--- src/mm_pkg.sv ---
// mm_pkg: shared types and constants of the fixed-point matrix multiply block.
// No dependencies; used by every module under src.
package mm_pkg;

  localparam int unsigned ELEM_W = 16;  // Q8.8 operand
  localparam int unsigned PROD_W = 32;  // Q16.16 product
  localparam int unsigned VAL_W  = 38;  // Q22.16 sum
  localparam int unsigned IDX_W  = 4;   // row / col port width
  localparam int unsigned DIM_W  = 5;   // size register width

  typedef enum logic [1:0] {
    CMD_WR_A = 2'd0,
    CMD_WR_B = 2'd1,
    CMD_COMP = 2'd2,
    CMD_RD_C = 2'd3
  } cmd_e;

  typedef enum logic [1:0] {
    CFG_ROWS_A    = 2'd0,
    CFG_INNER_DIM = 2'd1,
    CFG_COLS_B    = 2'd2
  } cfg_reg_e;

  typedef enum logic [2:0] {
    ST_IDLE,
    ST_RUN,
    ST_DRAIN,
    ST_DONE,
    ST_RD_OUT
  } state_e;

  // controller -> datapath commands
  typedef struct packed {
    logic wr_a;       // store value into A
    logic wr_b;       // store value into B
    logic mac_en;     // issue one multiply-accumulate
    logic mac_first;  // first term of a C element
    logic mac_last;   // last term, write C
    logic rd_c;       // read C element for a read item
    logic rd_zero;    // read returns zero
    logic cmpl;       // load completion result
  } mm_ctrl_t;

  // datapath -> controller status
  typedef struct packed {
    logic pipe_busy;  // MAC pipeline still holds work
  } mm_stat_t;

endpackage

--- src/mm_controller.sv ---
// mm_controller: size registers, command decode and the i/j/k loop sequencer.
// Depends on mm_pkg; commands mm_datapath through mm_ctrl_t.
module mm_controller #(
  parameter int unsigned MAX_DIM = 16
) (
  input  logic                         clk_i,
  input  logic                         rst_ni,
  input  logic                         start_i,
  input  logic [1:0]                   command_i,
  input  logic [mm_pkg::IDX_W-1:0]     row_i,
  input  logic [mm_pkg::IDX_W-1:0]     col_i,
  input  logic                         cfg_we_i,
  input  logic [1:0]                   cfg_idx_i,
  input  logic [mm_pkg::DIM_W-1:0]     cfg_data_i,
  input  mm_pkg::mm_stat_t             stat_i,
  output mm_pkg::mm_ctrl_t             ctrl_o,
  output logic [((MAX_DIM > 1) ? $clog2(MAX_DIM) : 1)-1:0] i_o,
  output logic [((MAX_DIM > 1) ? $clog2(MAX_DIM) : 1)-1:0] j_o,
  output logic [((MAX_DIM > 1) ? $clog2(MAX_DIM) : 1)-1:0] k_o,
  output logic                         busy_o,
  output logic                         valid_o
);

  localparam int unsigned DW = (MAX_DIM > 1) ? $clog2(MAX_DIM) : 1;
  // wide enough for MAX_DIM itself and for a size register
  localparam int unsigned XW = ((DW + 1) > mm_pkg::DIM_W) ? (DW + 1) : mm_pkg::DIM_W;

  // size registers
  logic [mm_pkg::DIM_W-1:0] rows_a_q, inner_dim_q, cols_b_q;

  always_ff @(posedge clk_i or negedge rst_ni) begin
    if (!rst_ni) begin
      rows_a_q    <= mm_pkg::DIM_W'(16);
      inner_dim_q <= mm_pkg::DIM_W'(16);
      cols_b_q    <= mm_pkg::DIM_W'(16);
    end else if (cfg_we_i) begin
      case (mm_pkg::cfg_reg_e'(cfg_idx_i))
        mm_pkg::CFG_ROWS_A:    rows_a_q    <= cfg_data_i;
        mm_pkg::CFG_INNER_DIM: inner_dim_q <= cfg_data_i;
        mm_pkg::CFG_COLS_B:    cols_b_q    <= cfg_data_i;
        default: ;
      endcase
    end
  end

  // sizes saturated to the store
  logic [XW-1:0] n_clamp, m_clamp, p_clamp;
  assign n_clamp = (XW'(rows_a_q) > XW'(MAX_DIM))    ? XW'(MAX_DIM) : XW'(rows_a_q);
  assign m_clamp = (XW'(inner_dim_q) > XW'(MAX_DIM)) ? XW'(MAX_DIM) : XW'(inner_dim_q);
  assign p_clamp = (XW'(cols_b_q) > XW'(MAX_DIM))    ? XW'(MAX_DIM) : XW'(cols_b_q);

  mm_pkg::state_e state_q, state_d;
  logic [XW-1:0]  n_q, n_d, m_q, m_d, p_q, p_d;  // n/p also bound the valid part of C
  logic [DW-1:0]  i_q, i_d, j_q, j_d, k_q, k_d;

  logic in_store, accept, k_last, j_last, i_last;

  assign in_store = (XW'(row_i) < XW'(MAX_DIM)) && (XW'(col_i) < XW'(MAX_DIM));
  assign accept   = start_i && (state_q == mm_pkg::ST_IDLE);
  assign k_last   = (XW'(k_q) == m_q - XW'(1));
  assign j_last   = (XW'(j_q) == p_q - XW'(1));
  assign i_last   = (XW'(i_q) == n_q - XW'(1));

  always_ff @(posedge clk_i or negedge rst_ni) begin
    if (!rst_ni) begin
      state_q <= mm_pkg::ST_IDLE;
      n_q     <= '0;
      m_q     <= '0;
      p_q     <= '0;
      i_q     <= '0;
      j_q     <= '0;
      k_q     <= '0;
    end else begin
      state_q <= state_d;
      n_q     <= n_d;
      m_q     <= m_d;
      p_q     <= p_d;
      i_q     <= i_d;
      j_q     <= j_d;
      k_q     <= k_d;
    end
  end

  always_comb begin
    state_d = state_q;
    n_d     = n_q;
    m_d     = m_q;
    p_d     = p_q;
    i_d     = i_q;
    j_d     = j_q;
    k_d     = k_q;
    ctrl_o  = '0;
    valid_o = 1'b0;

    case (state_q)
      mm_pkg::ST_IDLE: begin
        if (accept) begin
          case (mm_pkg::cmd_e'(command_i))
            mm_pkg::CMD_WR_A: ctrl_o.wr_a = in_store;
            mm_pkg::CMD_WR_B: ctrl_o.wr_b = in_store;
            mm_pkg::CMD_COMP: begin
              i_d = '0;
              j_d = '0;
              k_d = '0;
              m_d = m_clamp;
              if (n_clamp == '0 || m_clamp == '0 || p_clamp == '0) begin
                // empty product: C reads as all zeros
                n_d         = '0;
                p_d         = '0;
                ctrl_o.cmpl = 1'b1;
                state_d     = mm_pkg::ST_DONE;
              end else begin
                n_d     = n_clamp;
                p_d     = p_clamp;
                state_d = mm_pkg::ST_RUN;
              end
            end
            mm_pkg::CMD_RD_C: begin
              ctrl_o.rd_c    = 1'b1;
              ctrl_o.rd_zero = !in_store || (XW'(row_i) >= n_q) || (XW'(col_i) >= p_q);
              state_d        = mm_pkg::ST_RD_OUT;
            end
            default: ;
          endcase
        end
      end

      mm_pkg::ST_RUN: begin
        ctrl_o.mac_en    = 1'b1;
        ctrl_o.mac_first = (k_q == '0);
        ctrl_o.mac_last  = k_last;
        if (!k_last) begin
          k_d = k_q + DW'(1);
        end else begin
          k_d = '0;
          if (!j_last) begin
            j_d = j_q + DW'(1);
          end else begin
            j_d = '0;
            if (!i_last) begin
              i_d = i_q + DW'(1);
            end else begin
              state_d = mm_pkg::ST_DRAIN;
            end
          end
        end
      end

      mm_pkg::ST_DRAIN: begin
        if (!stat_i.pipe_busy) begin
          ctrl_o.cmpl = 1'b1;
          state_d     = mm_pkg::ST_DONE;
        end
      end

      mm_pkg::ST_DONE: begin
        valid_o = 1'b1;
        state_d = mm_pkg::ST_IDLE;
      end

      mm_pkg::ST_RD_OUT: begin
        valid_o = 1'b1;
        state_d = mm_pkg::ST_IDLE;
      end

      default: state_d = mm_pkg::ST_IDLE;
    endcase
  end

  assign busy_o = (state_q != mm_pkg::ST_IDLE);
  assign i_o    = i_q;
  assign j_o    = j_q;
  assign k_o    = k_q;

endmodule

--- config.mk ---
export PLATFORM = sky130hd
export DESIGN_NAME = mm_controller
export DESIGN_NICKNAME = d
export VERILOG_FILES = /design/src/mm_pkg.sv /design/src/mm_controller.sv
export SDC_FILE = /design/constraint.sdc
export NUM_CORES = 1
export LEC_CHECK = 0
export ABC_AREA = 1
export BUFFER_PORTS_ARGS = -buffer_cell sky130_fd_sc_hd__buf_2
export CAP_MARGIN = 20
export CELL_PAD_IN_SITES_DETAIL_PLACEMENT = 0
export CELL_PAD_IN_SITES_GLOBAL_PLACEMENT = 1
export CORE_MARGIN = 2
export CORE_UTILIZATION = 41
export DETAILED_ROUTE_END_ITERATION = 7
export PLACE_DENSITY = 0.89
export SYNTH_ARGS = -nofsm -noshare
export SYNTH_HDL_FRONTEND = slang
export SYNTH_SLANG_ARGS = --single-unit
--- constraint.sdc ---
create_clock -name clk_i -period 2.3 [get_ports clk_i]
set_input_delay 0.345 -clock clk_i [delete_from_list [all_inputs] [get_ports clk_i]]
set_output_delay 0.345 -clock clk_i [all_outputs]
set_load 0.02 [all_outputs]
==> reports/results.txt <==
register area: 0.00113 sq mm
synthesized cell area: 0.00286 sq mm
multi-input logic area: 0.00148 sq mm
top cells by area, synth: dfrtp_1 37%, nand2_1 15%, inv_1 7.1%, ha_1 6.6%, o21ai_0 6.5%
Critical Path AT: 1830 ps
CP cell instances: inv_2, ha_1, nand2_1, inv_1, nor2_1, nand3_1, nor2_1, nand2_2, nor2_2, buf_4
status: complete, no violations
PwrDens: 1170 mW/mm^2
vias in the first global route: 2365
largest area contributor in the netlist: dfrtp_1
LEAKAGE: 1.77 nW
fillcell total: 699
Mapped Cells: 392
period utilisation layout: 94.5%
Crit path max-delay family: simple AND/OR/NAND/NOR gates
Final Max Tran Viols: 0
fin nets: 482
core region area: 0.00679 sq mm
Avg Cell Area, Syn: 7.30 sq um
Worst EP required: 1960 ps
Initial Util: 42.1%
startpoint types: flop
Area Overhead vs Synth: 16.6%
Crit Path Category: reg -> out
total clock sinks: 45
number of flops mapped to enable cells by yosys: 0
H-tree Lvls: 2
Ys Warns: 0
Seq/Total Area, Yosys: 39.5%
Final ANT Viol Nets: 0
CTS tree: built
CTS root buffer: clkbuf_8
wire length per cell: 11.4 um
DRC errors left: 0
initial antenna violation count: 0
final setup fails: 0
first-pass GRT wire length: 10600 um
GPL Wtd Cong: 0.772
die footprint: 0.00767 sq mm
1st-pass router iterations: 4
Synth cell types: 33
Slowest-stage cell, CP: dfrtp_1
WL final: 6200 um
Synth Net Count: 429
ANT cells: 0
CP peak stage delay: 370 ps
Worst-Skew Late Latency: 300 ps
Yosys top cell area share: 36.7%
Top FF cell, synth: dfrtp_1
asr flop ratio synth: 100%
clk_skew: 9.16 ps
Worst Setup End Kind: output port
Max-cap violations: 0
Critical Path Most Common Cell: nor2_1
final total power: 3.90 mW
WHS: 6.86 ps
Fmax achieved: 460 MHz
DIE WIDTH: 87.6 um
hpwl dp: 4710 um
via count: 2542
Worst-Margin Slew: 530 ps
Hold/Removal Path Class: in -> async
Max VDD drop: 0.000469 V
overall routing resource usage: 17.5%
DR iter-0 viols: 125
Die Y: 87.6 um
# IOs: 44
Period minus WS final: 2170 ps
Worst Path Max Fanout: 4
grt ovf: 0
Port Buffers: 43
Fin. Hold Viols: 0
flops & latches, synth: 45
Vias/cell: 4.69
Slew headroom: 64.7%
largest net degree at the start of global routing: 25
cell row count: 30
share of cells above drive strength 1: 20.2%
CTS max path bufs: 2
clk slew on worst S/H paths: 90 ps
final core occ: 49.1%
CTS Buf Count: 5
Crit path buffers/inverters: 3
## state kept, by name, summed over array words and instances (netlist names)
signal,flops
i_o,4
k_o,4
state_q,3
j_o,4
inner_dim_q,5
m_q,5
n_q,5
cols_b_q,5
p_q,5
rows_a_q,5
## timing repair
item,4_1_cts,5_1_grt
setup endpoints to repair,0,3
hold buffers,0,0
buffers inserted,0,4
resized for setup,0,14
## kinds of logic after synthesis
| logic type | after synthesis | share of synthesized area (%) |
|---|---|---|
| AOI/OAI and AO/OA | 50 | 9.57 |
| xor gates and xnor gates | 8 | 2.45 |
| adders and majority gates | 15 | 6.56 |
| buffers and inverters | 66 | 9.27 |
| DFF | 45 | 39.5 |
| and+or+nand+nor | 208 | 32.7 |
## placed cells by master (no fill, tap or decap), types with 5 or more instances in the layout
master,instances
inv_2,10
a21oi_1,5
o21ai_1,5
inv_1,51
clkbuf_8,5
nand2_1,110
buf_2,42
xor2_1,7
ha_1,15
o21ai_0,33
nand3_1,31
nand4_1,9
nor2_1,36
buf_4,6
dfrtp_1,42
## Yosys cell counts (all sizes together), types with 2 or more instances
cell and instances:
nand2 116, inv 62, dfrtp 42, nor2 42, o21ai 39, nand3 33
ha 15, nand4 9, a21oi 7, xor2 7, nor3 5, buf 3
dfstp 3, nand3b 2
## per-stage QoR
stage,worst slack (ps),setup TNS [ps],cell area [sq um],std cells
2_1_floorplan,359,0,2860,392
3_3_place_gp,363,0,3200,530
3_5_place_dp,332,0,3200,530
4_1_cts,18.0,0,3290,538
5_1_grt,-8.90,-8.90,3340,542
6_report,126,0,3340,542
## area by class of cell
class | count | area share (%)
repair buffers | 49 | 8.25
flip-flops and latches | 45 | 33.8
inverters | 63 | 7.27
well taps | 96 | 3.60
clock inverters | 3 | 0.675
clock buffers | 5 | 2.06
multi-input cells | 281 | 44.3
## worst paths after layout
| path | startpoint | endpoint | slack, ps | cells past startpoint |
|---|---|---|---|---|
| setup / recovery | m_q[0] | ctrl_o[3] | 130 | 10 |
| hold / removal | rst_ni | cols_b_q[1] | 7 | 1 |
| setup reg to reg | p_q[0] | i_o[1] | 290 | 15 |
| hold reg to reg | cols_b_q[4] | cols_b_q[4] | 510 | 2 |
| max in group asynchronous | rst_ni | rows_a_q[4] | 1710 | 2 |
| min in group clk_i | cfg_data_i[4] | rows_a_q[4] | 310 | 3 |
## where the power goes
group	switching (mW)	internal (mW)
Sequential	0.250	1.03
Clock	0.292	0.213
Combinational	1.35	0.770
Total	1.89	2.01
## layer usage
layer | GRT usage (%) | up-vias | wire length, um
li1 | - | 1356 | -
met1 | 24.3 | 1153 | 3050
met2 | 28.8 | 29 | 2980
met3 | 3.11 | 4 | 147
met4 | 3.36 | 0 | 23
met5 | 0 | - | 0
(Power assumes the default switching activity.)
